File: config.mk
export PLATFORM = sky130hd
export DESIGN_NAME = ascii_hex_lrc_frame_encoder_unit
export DESIGN_NICKNAME = d
export VERILOG_FILES = /design/src/rtl/ahlfe_pkg.sv /design/src/rtl/ahlfe_front.sv /design/src/rtl/ahlfe_job_fifo.sv /design/src/rtl/ahlfe_emitter.sv /design/src/rtl/ascii_hex_lrc_frame_encoder_unit.sv
export SDC_FILE = /design/constraint.sdc
export NUM_CORES = 1
export LEC_CHECK = 0
export ABC_AREA = 1
export BUFFER_PORTS_ARGS = -buffer_cell sky130_fd_sc_hd__buf_2
export CORE_ASPECT_RATIO = 0.7
export CORE_MARGIN = 1.5
export CORE_UTILIZATION = 45
export CTS_BUF_LIST = sky130_fd_sc_hd__clkbuf_8
export DETAILED_ROUTE_END_ITERATION = 12
export GPL_TIMING_DRIVEN = 0
export HOLD_SLACK_MARGIN = 0.05
export SETUP_SLACK_MARGIN = 0.3
export SLEW_MARGIN = 40
export SYNTH_ARGS = -nofsm -noshare
export SYNTH_HDL_FRONTEND = slang
export SYNTH_HIERARCHICAL = 1
export SYNTH_SLANG_ARGS = --single-unit
File: constraint.sdc
create_clock -name clk -period 2.9 [get_ports clk]
set_clock_uncertainty 0.2 [all_clocks]
set_input_delay 0.58 -clock clk [delete_from_list [all_inputs] [get_ports clk]]
set_output_delay 0.58 -clock clk [all_outputs]
set_load 0.01 [all_outputs]
File: src/rtl/ahlfe_pkg.sv
// shared types, constants and character helpers for the ascii hex lrc frame encoder
// no dependencies
`default_nettype none

package ahlfe_pkg;

    localparam int SAMPLES_PER_FRAME = 128;
    // frame length in use is kept between 2 and 251
    localparam int FRAME_LEN = (SAMPLES_PER_FRAME < 2) ? 2 :
                               ((SAMPLES_PER_FRAME > 251) ? 251 : SAMPLES_PER_FRAME);
    localparam logic [7:0] LAST_POSITION = 8'(FRAME_LEN - 1);

    localparam int JOB_DEPTH = 2;
    localparam int JOB_PTR_W = (JOB_DEPTH > 1) ? $clog2(JOB_DEPTH) : 1;
    localparam int JOB_CNT_W = $clog2(JOB_DEPTH + 1);

    localparam logic [7:0] CHAR_STAR = 8'h2A;
    localparam logic [7:0] CHAR_L    = 8'h4C;
    localparam logic [7:0] CHAR_D    = 8'h44;
    localparam logic [7:0] CHAR_HASH = 8'h23;
    localparam logic [7:0] CHAR_A    = 8'h41;
    localparam logic [7:0] CHAR_0    = 8'h30;

    typedef logic [3:0] step_t;

    // character slots of one word; slots between D and the sample are reserved zero digits
    localparam step_t STEP_STAR      = 4'd0;
    localparam step_t STEP_L         = 4'd1;
    localparam step_t STEP_D         = 4'd2;
    localparam step_t STEP_SAMPLE_HI = 4'd11;
    localparam step_t STEP_SAMPLE_LO = 4'd12;
    localparam step_t STEP_LRC_HI    = 4'd13;
    localparam step_t STEP_LRC_LO    = 4'd14;
    localparam step_t STEP_HASH      = 4'd15;

    typedef struct packed {
        logic [7:0] sample;
        logic       first;
        logic       last;
        logic [7:0] lrc;
    } job_t;

    typedef struct packed {
        logic                 empty;
        logic                 full;
        logic [JOB_CNT_W-1:0] count;
    } job_status_t;

    function automatic logic [7:0] nibble_char(input logic [3:0] v);
        logic [7:0] c;
        if (v >= 4'd10)
            c = {4'h0, v} - 8'd10 + CHAR_A;
        else
            c = {4'h0, v} + CHAR_0;
        return c;
    endfunction

    function automatic logic [7:0] char_at(input step_t step, input job_t job);
        logic [7:0] c;
        case (step)
            STEP_STAR:      c = CHAR_STAR;
            STEP_L:         c = CHAR_L;
            STEP_D:         c = CHAR_D;
            STEP_SAMPLE_HI: c = nibble_char(job.sample[7:4]);
            STEP_SAMPLE_LO: c = nibble_char(job.sample[3:0]);
            STEP_LRC_HI:    c = nibble_char(job.lrc[7:4]);
            STEP_LRC_LO:    c = nibble_char(job.lrc[3:0]);
            STEP_HASH:      c = CHAR_HASH;
            default:        c = CHAR_0;
        endcase
        return c;
    endfunction

endpackage

`default_nettype wire

File: src/rtl/ahlfe_front.sv
// front end: tracks frame position and running sum, tags each sample as a job
// depends on ahlfe_pkg
`default_nettype none

module ahlfe_front
    import ahlfe_pkg::*;
(
    input  wire logic        clk,
    input  wire logic        rst_n,
    input  wire logic        push,
    input  wire logic [7:0]  sample,
    input  var  job_status_t status,
    output logic             full,
    output logic             wr_en,
    output job_t             wr_job
);

    logic [7:0] position_reg;
    logic [7:0] position_next;
    logic [7:0] sum_reg;
    logic [7:0] sum_next;
    logic [7:0] sum_new;

    assign full    = status.full;
    assign wr_en   = push && !status.full;
    assign sum_new = sum_reg + sample;

    always_comb
    begin
        wr_job.sample = sample;
        wr_job.first  = (position_reg == 8'd0);
        wr_job.last   = (position_reg == LAST_POSITION);
        wr_job.lrc    = 8'd0 - sum_new;
    end

    always_comb
    begin
        position_next = position_reg;
        sum_next      = sum_reg;
        if (wr_en)
        begin
            if (wr_job.last)
            begin
                position_next = 8'd0;
                sum_next      = 8'd0;
            end
            else
            begin
                position_next = position_reg + 8'd1;
                sum_next      = sum_new;
            end
        end
    end

    always_ff @(posedge clk or negedge rst_n)
    begin
        if (!rst_n)
        begin
            position_reg <= 8'd0;
            sum_reg      <= 8'd0;
        end
        else
        begin
            position_reg <= position_next;
            sum_reg      <= sum_next;
        end
    end

endmodule

`default_nettype wire

File: src/rtl/ahlfe_job_fifo.sv
// short job queue between the front end and the character emitter
// depends on ahlfe_pkg
`default_nettype none

module ahlfe_job_fifo
    import ahlfe_pkg::*;
(
    input  wire logic  clk,
    input  wire logic  rst_n,
    input  wire logic  wr_en,
    input  var  job_t  wr_job,
    input  wire logic  rd_en,
    output job_t       rd_job,
    output job_status_t status
);

    job_t                 mem_reg [JOB_DEPTH];
    logic [JOB_PTR_W-1:0] wr_ptr_reg;
    logic [JOB_PTR_W-1:0] wr_ptr_next;
    logic [JOB_PTR_W-1:0] rd_ptr_reg;
    logic [JOB_PTR_W-1:0] rd_ptr_next;
    logic [JOB_CNT_W-1:0] count_reg;
    logic [JOB_CNT_W-1:0] count_next;
    logic                 do_wr;
    logic                 do_rd;

    assign status.empty = (count_reg == JOB_CNT_W'(0));
    assign status.full  = (count_reg == JOB_CNT_W'(JOB_DEPTH));
    assign status.count = count_reg;
    assign rd_job       = mem_reg[rd_ptr_reg];

    assign do_wr = wr_en && !status.full;
    assign do_rd = rd_en && !status.empty;

    always_comb
    begin
        wr_ptr_next = wr_ptr_reg;
        rd_ptr_next = rd_ptr_reg;
        count_next  = count_reg;
        if (do_wr)
            wr_ptr_next = (wr_ptr_reg == JOB_PTR_W'(JOB_DEPTH - 1)) ?
                          JOB_PTR_W'(0) : wr_ptr_reg + JOB_PTR_W'(1);
        if (do_rd)
            rd_ptr_next = (rd_ptr_reg == JOB_PTR_W'(JOB_DEPTH - 1)) ?
                          JOB_PTR_W'(0) : rd_ptr_reg + JOB_PTR_W'(1);
        if (do_wr && !do_rd)
            count_next = count_reg + JOB_CNT_W'(1);
        else if (do_rd && !do_wr)
            count_next = count_reg - JOB_CNT_W'(1);
    end

    always_ff @(posedge clk)
    begin
        if (do_wr)
            mem_reg[wr_ptr_reg] <= wr_job;
    end

    always_ff @(posedge clk or negedge rst_n)
    begin
        if (!rst_n)
        begin
            wr_ptr_reg <= '0;
            rd_ptr_reg <= '0;
            count_reg  <= '0;
        end
        else
        begin
            wr_ptr_reg <= wr_ptr_next;
            rd_ptr_reg <= rd_ptr_next;
            count_reg  <= count_next;
        end
    end

endmodule

`default_nettype wire

File: src/rtl/ahlfe_emitter.sv
// back end: steps through the characters of the head job into an output register
// depends on ahlfe_pkg
`default_nettype none

module ahlfe_emitter
    import ahlfe_pkg::*;
(
    input  wire logic        clk,
    input  wire logic        rst_n,
    input  var  job_t        job,
    input  var  job_status_t status,
    output logic             rd_en,
    input  wire logic        pop,
    output logic             empty,
    output logic [7:0]       char_out,
    output logic             last_of_run,
    output logic             frame_end
);

    logic       busy_reg;
    logic       busy_next;
    step_t      step_reg;
    step_t      step_next;
    logic       out_valid_reg;
    logic       out_valid_next;
    logic [7:0] char_reg;
    logic       last_reg;
    logic       fend_reg;
    step_t      cur_step;
    step_t      end_step;
    logic       advance;
    logic       at_end;

    // a fresh job starts at the header or straight at its sample digits
    assign cur_step = busy_reg ? step_reg : (job.first ? STEP_STAR : STEP_SAMPLE_HI);
    assign end_step = job.last ? STEP_HASH : STEP_SAMPLE_LO;
    assign at_end   = (cur_step == end_step);
    assign advance  = !status.empty && (!out_valid_reg || pop);
    assign rd_en    = advance && at_end;

    assign empty       = !out_valid_reg;
    assign char_out    = char_reg;
    assign last_of_run = last_reg;
    assign frame_end   = fend_reg;

    always_comb
    begin
        busy_next      = busy_reg;
        step_next      = step_reg;
        out_valid_next = out_valid_reg;
        if (advance)
        begin
            out_valid_next = 1'b1;
            if (at_end)
                busy_next = 1'b0;
            else
            begin
                busy_next = 1'b1;
                step_next = cur_step + step_t'(1);
            end
        end
        else if (pop)
            out_valid_next = 1'b0;
    end

    always_ff @(posedge clk)
    begin
        if (advance)
        begin
            char_reg <= char_at(cur_step, job);
            last_reg <= at_end;
            fend_reg <= (cur_step == STEP_HASH);
        end
    end

    always_ff @(posedge clk or negedge rst_n)
    begin
        if (!rst_n)
        begin
            busy_reg      <= 1'b0;
            step_reg      <= STEP_STAR;
            out_valid_reg <= 1'b0;
        end
        else
        begin
            busy_reg      <= busy_next;
            step_reg      <= step_next;
            out_valid_reg <= out_valid_next;
        end
    end

endmodule

`default_nettype wire

File: src/rtl/ascii_hex_lrc_frame_encoder_unit.sv
// Encodes line sensor samples as framed ASCII hex text with an LRC checksum.
// Input side is a queue: a sample word is taken on push while full is low.
// Output side is a queue: the oldest character is on char_out while empty is
// low and leaves on pop. last_of_run marks the final character of one sample,
// frame_end marks the closing '#'.
// The first sample of a frame gives 13 characters (header, eight reserved
// zero digits, two sample digits), the last gives 5 (two sample digits, two
// checksum digits, '#'), all others 2.
// The front end tags a sample in its accept cycle and writes it to a two-entry
// job queue; the emitter reads the queue head and, while a job is queued and
// the receiver keeps popping, puts out one character per cycle into a single
// output register. With the emitter idle, the first character of a sample
// passes through the job queue and then the output register to char_out;
// throughput is one character per cycle while jobs wait and the receiver pops.
// If the receiver stops popping, the output register holds, the emitter waits,
// the job queue fills and full rises; nothing is lost.
// Reset empties both queues and puts the frame at its start with a zero sum.
// depends on ahlfe_pkg, ahlfe_front, ahlfe_job_fifo, ahlfe_emitter
`default_nettype none

module ascii_hex_lrc_frame_encoder_unit
    import ahlfe_pkg::*;
(
    input  wire logic       clk,
    input  wire logic       rst_n,
    input  wire logic       push,
    output logic            full,
    input  wire logic [7:0] sample,
    output logic            empty,
    input  wire logic       pop,
    output logic [7:0]      char_out,
    output logic            last_of_run,
    output logic            frame_end
);

    job_status_t job_status;
    job_t        wr_job;
    job_t        rd_job;
    logic        wr_en;
    logic        rd_en;

    ahlfe_front u_front (
        .clk    (clk),
        .rst_n  (rst_n),
        .push   (push),
        .sample (sample),
        .status (job_status),
        .full   (full),
        .wr_en  (wr_en),
        .wr_job (wr_job)
    );

    ahlfe_job_fifo u_job_fifo (
        .clk    (clk),
        .rst_n  (rst_n),
        .wr_en  (wr_en),
        .wr_job (wr_job),
        .rd_en  (rd_en),
        .rd_job (rd_job),
        .status (job_status)
    );

    ahlfe_emitter u_emitter (
        .clk         (clk),
        .rst_n       (rst_n),
        .job         (rd_job),
        .status      (job_status),
        .rd_en       (rd_en),
        .pop         (pop),
        .empty       (empty),
        .char_out    (char_out),
        .last_of_run (last_of_run),
        .frame_end   (frame_end)
    );

`ifndef NO_ASSERTIONS
    a_frame_end_char: assert property (@(posedge clk) disable iff (!rst_n)
        (!empty && frame_end) |-> (last_of_run && char_out == CHAR_HASH))
        else $error("frame end word is not a closing hash");

    a_full_count: assert property (@(posedge clk) disable iff (!rst_n)
        full |-> (job_status.count == JOB_CNT_W'(JOB_DEPTH)))
        else $error("full raised with job queue not at depth");

    a_pop_job_with_word: assert property (@(posedge clk) disable iff (!rst_n)
        rd_en |=> (!empty && last_of_run))
        else $error("job retired without its final word shown");
`endif

endmodule

`default_nettype wire

After elaboration in Yosys (flattened, before gate mapping)
Memories as Yosys holds them, arrays and structs flattened.
Index checks and enable logic that the tools add are counted.
Cells by class
  $add $sub $neg: 20
  $lt $le $gt $ge: 4
  equal/unequal tests: 10
  muxes and demuxes: 19
  bitwise operators: 1
  reduce and logical (&&, ||, !) cells: 19
Operators with widths (count)
  8-bit case mux with 8 select lines: 1
  8-bit two-way mux: 6
  8-bit by 7-bit adder with 8-bit output, second input constant: 4
  4-bit by 6-bit adder with 7-bit output, second input constant: 4
  4-bit equality test, second input constant: 5
  4-bit by 4-bit subtractor with 5-bit output, second input constant: 4
  4-bit >= comparator, second input constant: 4
  8-bit by 1-bit adder with 8-bit output, second input constant: 1
  8-bit adder: 1
  8-bit by 7-bit equality test with 1-bit output, second input constant: 1
  8-bit zero test: 1
  4-bit two-way mux: 2
  1-bit by 8-bit subtractor with 8-bit output, first input constant: 1
  1-bit logical AND: 7
  1-bit two-way mux: 7
  2-bit two-way mux: 3
  1-bit zero test: 5
  4-bit by 1-bit adder with 4-bit output, second input constant: 1
  4-bit by 1-bit equality test with 1-bit output, second input constant: 1
  4-bit by 2-bit equality test with 1-bit output, second input constant: 1
  4-bit equality test: 1
  4-bit zero test: 1
  2-bit nonzero test: 2
  1-bit adder, second input constant: 2
  other kinds (7): 7
Storage, ports and cells
  flip-flop bits (word level): 36
  bits in writable memories: 36
  bits of input ports: 12
  memories kept: 1
Memory list
  u_job_fifo.mem_reg: words 2, width 18, rd ports 1, clocked after memory_dff 0, wr ports 1, RTL line ahlfe_job_fifo.sv:17  | job_t mem_reg [JOB_DEPTH];

Longest topological paths before layout
Gate-level depths: netlist of run 1.
An unclocked memory read counts as a cell.
  word-level depth: 9
  depth in mapped cells: 17
  depth with buffers taken out: 17

By module
Netlist of run 1, hierarchy kept.
By module, submodules not included
  ahlfe_emitter: instances 1, cells an instance 292, area an instance 1919.3 um^2, seq. area each 420.4 um^2
  ahlfe_job_fifo: instances 1, cells an instance 125, area an instance 1537.7 um^2, seq. area each 1181.1 um^2
  ahlfe_front: instances 1, cells an instance 195, area an instance 1397.6 um^2, seq. area each 400.4 um^2

Least setup slack after synthesis of run 1
No wires, ideal clock.
  kind: input to register
  start point: in sample[0]
  end point: mem u_job_fifo/mem_reg[0][6] (netlist name) (data pin)
  setup time: 258 ps
  arrival time: 1985 ps
  slack: 457 ps
  stages on the path: 11
  cells stage by stage: ha_1 > fa_1 > inv_1 > ha_1 > inv_1 > nor2_1 > nand2_1 > nor2_1 > nand2_1 > nand2_1 > nand2_1
RTL lines
  from (decl): RTL line ascii_hex_lrc_frame_encoder_unit.sv:28  | input wire logic [7:0] sample,
  to (decl): RTL line ahlfe_job_fifo.sv:17

==> out/results.md, run 1 <==
## Yosys
• share of flip-flops with an asynchronous set or reset after synthesis: 36.6%
• yosys synthesis warning count: 6
• Post-Syn Instances: 612
• dominant cell type by area after synthesis: sky130_fd_sc_hd__edfxtp_1
• sequential share of the synthesized area: 41.2%
• cell area after synthesis: 4850 um^2
• net count after synthesis: 660
• cells taking the most area after synthesis: sky130_fd_sc_hd__edfxtp_1, sky130_fd_sc_hd__nand2_1, sky130_fd_sc_hd__dfrtp_1, sky130_fd_sc_hd__ha_1, sky130_fd_sc_hd__inv_1
• main flop type after synthesis: sky130_fd_sc_hd__edfxtp_1
• number of synthesized flops with an enable pin: 45
• area share of the leading cell type in the synthesized netlist: 27.8%
• number of distinct library cells after synthesis: 36
• number of flip-flops and latches in the synthesized netlist: 71
• Avg Cell Area, Syn: 7.93 um^2

## Setup path
• worst path buffer plus inverter count: 5
• critical path's top delay family: simple AND/OR/NAND/NOR gates
• number of cells traversed by the worst register-to-register path: 15
• largest fanout on the critical path: 10
• Slowest cell on crit path: sky130_fd_sc_hd__dfrtp_1
• required arrival time at the worst endpoint: 2.81 ns
• launching point of the worst reg2reg path: u_job_fifo/rd_ptr_reg
• RR Endpoint: u_emitter/char_out[4]
• critical path, cell by cell: buf_6, buf_6, nand2_1, nand2_1, inv_2, ha_1, inv_1, ha_4, nand3_1, o21ai_2, nand3_1, nand2_1, inv_1, nor2_1, nand2_1
• kind of start point of the critical path: flop
• arrival time worst endpoint: 2.42 ns
• crit path capture type: flop
• type of the setup path with the least slack: flop to flop
• most used cell along the critical path: sky130_fd_sc_hd__nand2_1
• register-to-register setup slack: 0.39 ns
• max incr delay on CP: 0.42 ns

## Global routing
• total routing resource utilization after global routing: 19.2%
• final global-route overflow total: 0
• antenna violations before repair: 0
• via count of the first global-routing pass: 3690
• pin count of the biggest net entering global routing: 27
• global-route wire length before repair: 17.4 mm

## Clocking
• CTS Buf Count: 9
• TritonCTS clock tree: built
• clk_lat worst skew: 0.36 ns
• total number of clock tree sinks: 71
• clock-pin slew on the worst setup and hold paths: 0.08 ns
• CTS Buffer Depth: 2
• CTS HTree Levels: 3
• Clock Tree Root: sky130_fd_sc_hd__clkbuf_8

## Floorplanning
• Core Region: 10400 um^2
• Starting Density: 46.5%
• overall die width: 127 um
• count of boundary I/O pins: 24
• overall die height: 89.9 um
• Die Footprint: 11400 um^2
• number of cell rows: 31

## Route
• final wirelength: 10.3 mm
• drt first-iter violations: 222
• sum of routed wire segments on met1: 5.15 mm
• Post-route DRC: 0
• Pre-antenna DRT Iters: 7
• met2 wire len: 4.66 mm
• length of routed met3 wiring: 374 um
• number of vias per cell: 4.89
• highest metal used: met4
• Antenna Nets Post-Route: 0
• via count: 3853
• routed wire length per instance: 13.1 um

## Job
• Max-cap violations: 0

## STA
• fraction of the cycle the final worst path needs: 86.5%
• number of slew-limit violations in the final report: 0
• clock period minus worst slack: 2.51 ns
• least setup slack across all paths after layout: 0.393 ns
• final hold viol count: 0
• Slew Limit Headroom: 49.8%
• final number of setup-violating endpoints: 0
• worst slew pin tran: 0.752 ns
• highest clock rate: 399 MHz
• setup repair after global routing missed its margin: yes

## Final layout
• commonest cells after routing, fill and taps aside: sky130_fd_sc_hd__nand2_1, sky130_fd_sc_hd__inv_1, sky130_fd_sc_hd__nand3_1
• number of filler cells placed in the layout: 972
• share of layout cells above drive strength 1: 18.6%
• number of antenna cells inserted: 0
• final instance area: 5450 um^2
• Final Core Density: 52.3%
• most common cell after layout, fill and taps aside: sky130_fd_sc_hd__nand2_1
• Syn-to-layout area delta: 12.3%
• flip-flop count of the largest register after layout: 36
• final net count: 699

## Min path
• depth of the worst hold-timing path: 2
• worst min-delay path endpoint: u_emitter/out_valid_reg
• origin of the worst min-delay path: pop
• worst min-delay path category: input port to flop

## Pwr
• Max IR drop VDD: 0.000458 V
• Power Density: 1230 nW/um^2
• Leakage Power: 2.75 nW

## Placed design
• Post-DP Area: 5140 um^2
• number of port buffers: 22
• placer's final routability congestion estimate: 0.886
• half-perimeter wire length after placement: 7.82 mm
• minimum setup slack after placement: 0.0420 ns

## Status
• outcome: finished, final reports clean

[logic make-up (layout without fill, tap and decap cells)]
family / count (synthesis) / after routing / share of synthesized area, %
DFF: 71 / 71 / 41.2
AOI/OAI and AO/OA: 46 / 46 / 5.67
buffers and inverters: 110 / 154 / 9.64
other: 1 / 1 / 0.0772
and+or+nand+nor: 333 / 333 / 31.2
xor gates and xnor gates: 15 / 15 / 2.71
adders and majority gates: 36 / 36 / 9.43
[worst max-delay path by stage]
stage | from | slack (ns) | depth (start not counted) | endpoint
finish | u_job_fifo/rd_ptr_reg | 0.39 | 15 | u_emitter/char_out[4]
global placement | push | -0.09 | 5 | u_job_fifo/mem_reg[1][13]
detailed placement | sample[0] | 0.04 | 12 | u_job_fifo/mem_reg[0][6]
floorplan | sample[0] | 0.46 | 11 | u_job_fifo/mem_reg[0][6]
global route | u_job_fifo/rd_ptr_reg | 0.24 | 16 | u_emitter/char_out[4]
CTS | u_job_fifo/rd_ptr_reg | 0.30 | 15 | u_emitter/char_out[4]
[per-stage QoR]
stage / cells / power [mW] / setup TNS, ns / hold slack [ns]
2_1_floorplan: 612 / 4.81 / 0 / 0.0844
3_3_place_gp: 766 / 5.57 / -1.58 / 0.262
3_5_place_dp: 766 / 5.73 / 0 / 0.273
4_1_cts: 783 / 6.47 / 0 / 0.204
5_1_grt: 788 / 7.42 / 0 / 0.216
6_report: 788 / 6.73 / 0 / 0.221
[synthesized netlist by cell type, types with 4 or more instances]
library cell and n:
sky130_fd_sc_hd__inv_1 88, sky130_fd_sc_hd__o21ai_2 7, sky130_fd_sc_hd__nor2_2 5, sky130_fd_sc_hd__dfrtp_1 26, sky130_fd_sc_hd__nand2_4 4, sky130_fd_sc_hd__nand2_1 197, sky130_fd_sc_hd__nand4_1 9, sky130_fd_sc_hd__nand3b_1 4
sky130_fd_sc_hd__nor2_1 39, sky130_fd_sc_hd__xor2_1 10, sky130_fd_sc_hd__xnor2_1 5, sky130_fd_sc_hd__nand3_1 56, sky130_fd_sc_hd__buf_4 12, sky130_fd_sc_hd__ha_1 35, sky130_fd_sc_hd__o21ai_1 4, sky130_fd_sc_hd__o21ai_0 17
sky130_fd_sc_hd__a21oi_1 12, sky130_fd_sc_hd__nand2_2 6, sky130_fd_sc_hd__inv_2 7, sky130_fd_sc_hd__edfxtp_1 45
[area by class of cell]
cell class / instances / area (um^2) / area share [%]
buffer: 15 / 125 / 2.29
clock buffer: 9 / 124 / 2.27
clock inverter: 7 / 47.5 / 0.872
inverter: 95 / 359 / 6.58
multi-input combinational: 431 / 2470 / 45.4
sequential: 71 / 2000 / 36.7
tap: 132 / 165 / 3.03
timing repair buffer: 28 / 158 / 2.89
[timing repair]
item,in CTS,in global routing
hold endpoints to repair,21,0
resized for setup,5,25
endpoints found under the setup margin,6,10
cloned,0,0
hold buffers,1,0
pin swaps,0,2
setup buffers,0,5
[where the power goes]
| group | switching, mW | internal [mW] | total [mW] | leakage [nW] |
|---|---|---|---|---|
| Combinational | 2.71 | 1.49 | 4.20 | 1.93 |
| Sequential | 0.206 | 1.62 | 1.83 | 0.731 |
| Clock | 0.390 | 0.312 | 0.701 | 0.0937 |
[routing by layer]
| metal | track usage (%) | up-vias |
|---|---|---|
| li1 | - | 2028 |
| met1 | 26.9 | 1734 |
| met2 | 29.6 | 80 |
| met3 | 4.35 | 11 |
| met4 | 6.44 | 0 |
| met5 | 0 | - |
[worst reg2reg max path, cell delays in order (launching register included)]
cell	delay [ns]
sky130_fd_sc_hd__dfrtp_1	0.42
sky130_fd_sc_hd__buf_6	0.16
sky130_fd_sc_hd__buf_6	0.15
sky130_fd_sc_hd__nand2_1	0.06
sky130_fd_sc_hd__nand2_1	0.11
sky130_fd_sc_hd__inv_2	0.10
sky130_fd_sc_hd__ha_1	0.14
sky130_fd_sc_hd__inv_1	0.07
sky130_fd_sc_hd__ha_4	0.29
sky130_fd_sc_hd__nand3_1	0.14
sky130_fd_sc_hd__o21ai_2	0.10
sky130_fd_sc_hd__nand3_1	0.09
sky130_fd_sc_hd__nand2_1	0.06
sky130_fd_sc_hd__inv_1	0.04
sky130_fd_sc_hd__nor2_1	0.09
sky130_fd_sc_hd__nand2_1	0.06
(Power assumes the default switching activity.)
==> run 2, diff against run 1 <==
--- a/config.mk
+++ b/config.mk
@@ -5,7 +5,6 @@
 export SDC_FILE = /design/constraint.sdc
 export NUM_CORES = 1
 export LEC_CHECK = 0
-export ABC_AREA = 1
 export BUFFER_PORTS_ARGS = -buffer_cell sky130_fd_sc_hd__buf_2
 export CORE_ASPECT_RATIO = 0.7
 export CORE_MARGIN = 1.5
==> constraint.sdc (replaced) <==
create_clock -name clk -period 2.9 [get_ports clk]
set_clock_uncertainty 0.2 [all_clocks]
set_input_delay 0.58 -clock clk [delete_from_list [all_inputs] [get_ports clk]]
set_output_delay 0.58 -clock clk [all_outputs]
set_load 0.02 [all_outputs]
==> out/results.md, run 2 <==
## Global routing
• pin count of the biggest net entering global routing: 27
• total routing resource utilization after global routing: 19.0%
• antenna violations before repair: 0
• final global-route overflow total: 0
• global-route wire length before repair: 15.4 mm
• via count of the first global-routing pass: 3180

## Setup path
• end point of the critical path: u_emitter/char_out[1]
• arrival time worst endpoint: 2.71 ns
• number of cells traversed by the worst register-to-register path: 10
• required arrival time at the worst endpoint: 2.79 ns
• RR Endpoint: u_emitter/char_out[1]
• kind of start point of the critical path: flop
• type of the setup path with the least slack: flop to flop
• WP depth: 10
• launching point of the worst reg2reg path: u_job_fifo/rd_ptr_reg
• Slowest cell on crit path: sky130_fd_sc_hd__or3_1
• launching element of the worst setup path: u_job_fifo/rd_ptr_reg
• max incr delay on CP: 0.41 ns
• register-to-register setup slack: 0.08 ns
• critical path, cell by cell: buf_6, buf_12, buf_4, mux2_4, inv_1, ha_1, a31o_4, mux2i_1, o22ai_1, or3_1
• crit path capture type: flop
• critical path's top delay family: multiplexers
• largest fanout on the critical path: 7
• worst path buffer plus inverter count: 4

## Floorplanning
• count of boundary I/O pins: 24
• number of cell rows: 30
• Die Footprint: 10500 um^2
• overall die height: 86.2 um
• overall die width: 122 um
• Starting Density: 46.1%
• Core Region: 9650 um^2

## Pwr
• Logic pwr share: 60.1%
• Power Density: 1190 nW/um^2
• switching component of the power: 2.71 mW
• Leakage Power: 2.40 nW
• Max IR drop VDD: 0.000579 V
• Reg power frac: 27.0%
• internal portion of total power: 4.04 mW
• switching portion of total power: 40.2%
• overall power after layout: 6.75 mW
• Clk network pwr share: 12.9%

## Route
• via count: 3185
• routed wire length per instance: 15.0 um
• drt first-iter violations: 107
• Antenna Nets Post-Route: 0
• number of vias per cell: 5.25
• Pre-antenna DRT Iters: 4
• Post-route DRC: 0
• final wirelength: 9.09 mm

## STA
• fraction of the cycle the final worst path needs: 97.1%
• worst slew pin tran: 0.791 ns
• highest clock rate: 355 MHz
• setup repair after global routing missed its margin: yes
• clock period minus worst slack: 2.82 ns
• Slew Limit Headroom: 47.3%
• Post-Route Hold Slack: 0.0402 ns
• number of slew-limit violations in the final report: 0
• final number of setup-violating endpoints: 0
• final hold viol count: 0

## Placed design
• half-perimeter wire length after placement: 6.32 mm
• placer's final routability congestion estimate: 0.827
• Post-DP Area: 4840 um^2
• number of port buffers: 22

## Yosys
• Avg Cell Area, Syn: 11.1 um^2
• main flop type after synthesis: sky130_fd_sc_hd__edfxtp_1
• number of flip-flops and latches in the synthesized netlist: 71
• dominant cell type by area after synthesis: sky130_fd_sc_hd__edfxtp_1
• cell area after synthesis: 4450 um^2
• cell with the most instances after synthesis: sky130_fd_sc_hd__edfxtp_1
• cells taking the most area after synthesis: sky130_fd_sc_hd__edfxtp_1, sky130_fd_sc_hd__dfrtp_1, sky130_fd_sc_hd__ha_1, sky130_fd_sc_hd__mux2_4, sky130_fd_sc_hd__xor2_1
• share of flip-flops with an asynchronous set or reset after synthesis: 36.6%
• most used standard cells in the synthesized netlist: sky130_fd_sc_hd__edfxtp_1, sky130_fd_sc_hd__ha_1, sky130_fd_sc_hd__inv_1, sky130_fd_sc_hd__nand2_1, sky130_fd_sc_hd__dfrtp_1
• net count after synthesis: 449
• yosys synthesis warning count: 6
• area share of the leading cell type in the synthesized netlist: 30.4%
• number of distinct library cells after synthesis: 64
• Post-Syn Instances: 401
• number of synthesized flops with an enable pin: 45
• sequential share of the synthesized area: 45.0%

## Final layout
• final net count: 522
• number of antenna cells inserted: 0
• commonest cells after routing, fill and taps aside: sky130_fd_sc_hd__buf_4, sky130_fd_sc_hd__edfxtp_1, sky130_fd_sc_hd__nand2_1, sky130_fd_sc_hd__dfrtp_1, sky130_fd_sc_hd__buf_2
• most common cell after layout, fill and taps aside: sky130_fd_sc_hd__buf_4
• share of layout cells above drive strength 1: 38.2%
• flip-flop count of the largest register after layout: 36
• final instance area: 5660 um^2
• number of filler cells placed in the layout: 803
• Syn-to-layout area delta: 27.2%

## Clocking
• CTS HTree Levels: 3
• total number of clock tree sinks: 71
• TritonCTS clock tree: built
• number of buffers inserted by hold repair at cts: 0
• Clock Tree Root: sky130_fd_sc_hd__clkbuf_8
• clock-pin slew on the worst setup and hold paths: 0.08 ns
• CTS Buffer Depth: 2
• CTS Buf Count: 9
• clk_lat worst skew: 0.35 ns

## Min path
• worst min-delay path category: input port to asynchronous set/reset pin

## Job
• Max-cap violations: 0

## Status
• outcome: finished, final reports clean

==> run 2: changes by cell type in the layout (fill, tap and decap cells not counted), moves of 13 or more <==
cell / change
sky130_fd_sc_hd__buf_4: +31
sky130_fd_sc_hd__inv_1: -65
sky130_fd_sc_hd__mux2_4: +13
sky130_fd_sc_hd__nand2_1: -164
sky130_fd_sc_hd__nand3_1: -47
sky130_fd_sc_hd__nor2_1: -20
==> run 2: worst register-to-register path: stages (launching register included) <==
cell and delay (ns):
sky130_fd_sc_hd__dfrtp_1 0.39, sky130_fd_sc_hd__buf_6 0.14, sky130_fd_sc_hd__buf_12 0.14, sky130_fd_sc_hd__buf_4 0.13
sky130_fd_sc_hd__mux2_4 0.32, sky130_fd_sc_hd__inv_1 0.10, sky130_fd_sc_hd__ha_1 0.21, sky130_fd_sc_hd__a31o_4 0.20
sky130_fd_sc_hd__mux2i_1 0.22, sky130_fd_sc_hd__o22ai_1 0.10, sky130_fd_sc_hd__or3_1 0.41
==> run 2: final cells by class <==
type | count | area [um^2] | area share [%]
plain buffers | 17 | 153 | 2.70
clock buffers | 9 | 124 | 2.19
clock inverters | 7 | 95.1 | 1.68
inverters | 30 | 123 | 2.17
multi-input cells | 283 | 2570 | 45.4
flip-flops and latches | 71 | 2000 | 35.4
well taps | 128 | 160 | 2.83
repair buffers | 62 | 434 | 7.67
==> run 2: layer usage <==
layer	share of wire, %	routed length (um)	track usage (%)
met5	0	0	0
met4	0.63	57	4.71
met3	3.1	280	5.20
met2	46	4210	30.2
met1	50	4540	26.0
==> run 2: power by group through the flow <==
stage	Clock, mW	Sequential [mW]	Combinational, mW
after floorplan	0	1.87	2.54
after global placement	0	1.82	3.18
after detailed placement	0	1.84	3.26
after CTS	0.897	1.82	3.80
after global routing	0.933	1.87	4.46
final	0.870	1.82	4.06
==> run 2: stage by stage <==
step | setup WS, ns | std cells | setup TNS [ns] | util [%]
floorplan | 0.208 | 401 | 0 | -
global placement | -0.116 | 551 | -0.262 | 50.1
detailed placement | -0.0369 | 551 | -0.0389 | 50.2
CTS | 0.0997 | 599 | 0 | 57.1
global route | -0.000108 | 607 | -0.000108 | 58.7
finish | 0.0842 | 607 | 0 | 58.7
==> run 2: cell families after synthesis <==
family                   after synthesis  share of synthesized area, %
AO/OA/AOI/OAI                         86                          12.8
XOR/XNOR                              34                          6.86
adder cells (fa/ha/maj)               36                          10.3
buffers and inverters                 47                          5.71
flip-flops                            71                          45.0
multiplexers                          25                          7.00
other                                  1                        0.0843
AND/OR/NAND/NOR                      101                          12.3
==> run 2: what timing repair did <==
action | CTS | global route
gates cloned | 1 | 0
gates resized for setup | 47 | 16
buffers inserted | 31 | 8
endpoints found under the hold margin | 0 | 0
pin swaps | 19 | 15
setup endpoints to repair | 10 | 13
==> run 2: how the worst min path moves through the flow <==
stage / startpoint / end / slack, ns
after global routing: rst_n / u_emitter/step_reg[3] / 0.08
final: rst_n / u_emitter/step_reg[3] / 0.04
after CTS: rst_n / u_front/sum_reg[0] / 0.07
after detailed placement: u_front/position_reg[6] / u_front/position_reg[6] / 0.28
after global placement: u_front/sum_reg[2] / u_front/sum_reg[2] / 0.27
after floorplan: rst_n / u_emitter/busy_reg / 0.08
==> run 3, diff against run 2 <==
--- a/config.mk
+++ b/config.mk
@@ -6,6 +6,8 @@
 export NUM_CORES = 1
 export LEC_CHECK = 0
 export BUFFER_PORTS_ARGS = -buffer_cell sky130_fd_sc_hd__buf_2
+export CELL_PAD_IN_SITES_DETAIL_PLACEMENT = 1
+export CELL_PAD_IN_SITES_GLOBAL_PLACEMENT = 1
 export CORE_ASPECT_RATIO = 0.7
 export CORE_MARGIN = 1.5
 export CORE_UTILIZATION = 45
@@ -13,6 +15,7 @@
 export DETAILED_ROUTE_END_ITERATION = 12
 export GPL_TIMING_DRIVEN = 0
 export HOLD_SLACK_MARGIN = 0.05
+export PLACE_DENSITY_LB_ADDON = 0.1
 export SETUP_SLACK_MARGIN = 0.3
 export SLEW_MARGIN = 40
 export SYNTH_ARGS = -nofsm -noshare
==> out/results.md, run 3 (synthesized netlist as in run 2, its figures left out) <==
## STA
• worst slew pin tran: 0.783 ns
• least setup slack across all paths after layout: 0.0267 ns
• clock period minus worst slack: 2.87 ns
• setup repair after global routing missed its margin: yes
• highest clock rate: 348 MHz
• final hold viol count: 0
• Slew Limit Headroom: 47.8%
• Post-Route Hold Slack: 0.233 ns
• final number of setup-violating endpoints: 0
• fraction of the cycle the final worst path needs: 99.1%
• setup tns final: 0 ns
• number of slew-limit violations in the final report: 0

## Global routing
• global-route wire length before repair: 16.6 mm
• total routing resource utilization after global routing: 20.5%
• pin count of the biggest net entering global routing: 27
• antenna violations before repair: 0
• via count of the first global-routing pass: 3337
• final global-route overflow total: 0

## Floorplanning
• count of boundary I/O pins: 24
• number of cell rows: 30
• Die Footprint: 10500 um^2
• overall die height: 86.2 um
• overall die width: 122 um
• Core Region: 9650 um^2
• Starting Density: 46.1%

## Setup path
• Slowest cell on crit path: sky130_fd_sc_hd__dfrtp_1
• kind of start point of the critical path: flop
• max incr delay on CP: 0.41 ns
• worst path buffer plus inverter count: 3
• largest fanout on the critical path: 5
• type of the setup path with the least slack: flop to flop
• arrival time worst endpoint: 2.76 ns
• register-to-register setup slack: 0.03 ns
• critical path's top delay family: simple AND/OR/NAND/NOR gates
• required arrival time at the worst endpoint: 2.79 ns
• critical path, cell by cell: buf_6, mux2_2, inv_2, ha_4, inv_2, ha_4, nand3b_1, xor2_1, a21oi_2, nor4_2, nand2_1
• crit path capture type: flop

## Clocking
• clock-pin slew on the worst setup and hold paths: 0.08 ns
• TritonCTS clock tree: built
• Clock Tree Root: sky130_fd_sc_hd__clkbuf_8
• CTS Buffer Depth: 2
• CTS HTree Levels: 3
• CTS Buf Count: 9
• total number of clock tree sinks: 71
• clk_lat worst skew: 0.34 ns

## Final layout
• non-filler instance count after layout: 594
• final net count: 509
• flip-flop count of the largest register after layout: 36
• commonest cells after routing, fill and taps aside: sky130_fd_sc_hd__edfxtp_1, sky130_fd_sc_hd__buf_4, sky130_fd_sc_hd__dfrtp_1
• number of antenna cells inserted: 0
• share of layout cells above drive strength 1: 38.0%
• Final Core Density: 57.9%
• Syn-to-layout area delta: 25.6%
• most common cell after layout, fill and taps aside: sky130_fd_sc_hd__edfxtp_1

## Pwr
• Logic pwr share: 62.4%
• Clk network pwr share: 10.5%
• Reg power frac: 27.1%
• Max IR drop VDD: 0.000489 V
• switching portion of total power: 42.7%
• switching component of the power: 2.89 mW
• Power Density: 1210 nW/um^2
• Leakage Power: 2.29 nW
• internal portion of total power: 3.89 mW

## Route
• Antenna Nets Post-Route: 0
• Post-route DRC: 0
• number of vias per cell: 5.39
• Pre-antenna DRT Iters: 4
• drt first-iter violations: 100
• via count: 3199
• final wirelength: 10.5 mm
• routed wire length per instance: 17.7 um

## Job
• Max-cap violations: 0

## Status
• outcome: finished, final reports clean

## Placed design
• minimum setup slack after placement: -0.0424 ns
• number of port buffers: 22
• half-perimeter wire length after placement: 7.20 mm
• placed cell count: 551
• placer's final routability congestion estimate: 0.794

## Min path
• worst min-delay path category: input port to flop

==> run 3: cell count changes in the layout (fill, tap and decap cells not counted), moves of 2 or more <==
| cell | before | now |
|---|---|---|
| sky130_fd_sc_hd__buf_4 | 46 | 31 |
| sky130_fd_sc_hd__ha_1 | 20 | 18 |
| sky130_fd_sc_hd__bufinv_16 | 2 | 0 |
| sky130_fd_sc_hd__mux2i_1 | 6 | 4 |
| sky130_fd_sc_hd__ha_4 | 12 | 15 |
| sky130_fd_sc_hd__mux2i_2 | 0 | 2 |
| sky130_fd_sc_hd__nand3_1 | 9 | 7 |
| sky130_fd_sc_hd__nand3_2 | 2 | 4 |
| sky130_fd_sc_hd__nand2_1 | 26 | 24 |
| sky130_fd_sc_hd__a21oi_2 | 3 | 6 |
| sky130_fd_sc_hd__a21oi_1 | 21 | 18 |
| sky130_fd_sc_hd__xnor2_1 | 12 | 14 |
| sky130_fd_sc_hd__xnor2_2 | 3 | 1 |
==> run 3: metal layers <==
metal | vias to the layer above | share of wire, % | GRT usage (%)
met5 | - | 0 | 0
met4 | 0 | 1.1 | 6.31
met3 | 10 | 2.5 | 4.93
met2 | 37 | 50 | 34.7
met1 | 1594 | 47 | 26.2
li1 | 1558 | - | -
==> run 3: cell type report <==
| class | instances | area [um^2] |
|---|---|---|
| Inverter | 30 | 125 |
| Multi-Input combinational cell | 283 | 2620 |
| Buffer | 17 | 153 |
| Clock buffer | 9 | 124 |
| Timing Repair Buffer | 49 | 355 |
| Clock inverter | 7 | 47.5 |
| Fill cell | 1013 | 4060 |
| Sequential cell | 71 | 2000 |
| Tap cell | 128 | 160 |
==> run 3: power groups by stage <==
stage               sequential (mW)  combinational [mW]  clock [mW]
detailed placement             1.85                3.34           0
CTS                            1.84                3.86       0.735
global placement               1.82                3.19           0
floorplan                      1.87                2.54           0
global route                   1.88                4.60       0.770
finish                         1.84                4.23       0.712
==> run 3: path summary, 6_finish.rpt <==
check                                         from                      end  cells past startpoint
setup / recovery             u_job_fifo/rd_ptr_reg    u_emitter/char_out[4]                     11
hold / removal                                 pop  u_emitter/out_valid_reg                      2
setup reg to reg             u_job_fifo/rd_ptr_reg    u_emitter/char_out[4]                     11
hold reg to reg            u_front/position_reg[6]  u_front/position_reg[6]                      1
max in group asynchronous                    rst_n       u_front/sum_reg[4]                      2
min in group asynchronous                    rst_n  u_job_fifo/count_reg[0]                      2
==> run 3: what timing repair did <==
item / 4_1_cts / 5_1_grt
endpoints found under the hold margin: 9 / 0
pin swaps: 22 / 15
setup buffers: 20 / 5
gates cloned: 1 / 0
setup endpoints to repair: 10 / 13
resized for setup: 53 / 24
hold buffers: 1 / 0
==> run 3: metrics by stage <==
stage                     power, mW  instance area [um^2]
final                          6.78                  5590
after global routing           7.25                  5590
after CTS                      6.44                  5430
after detailed placement       5.18                  4840
after global placement         5.01                  4830
after floorplan                4.40                  4560
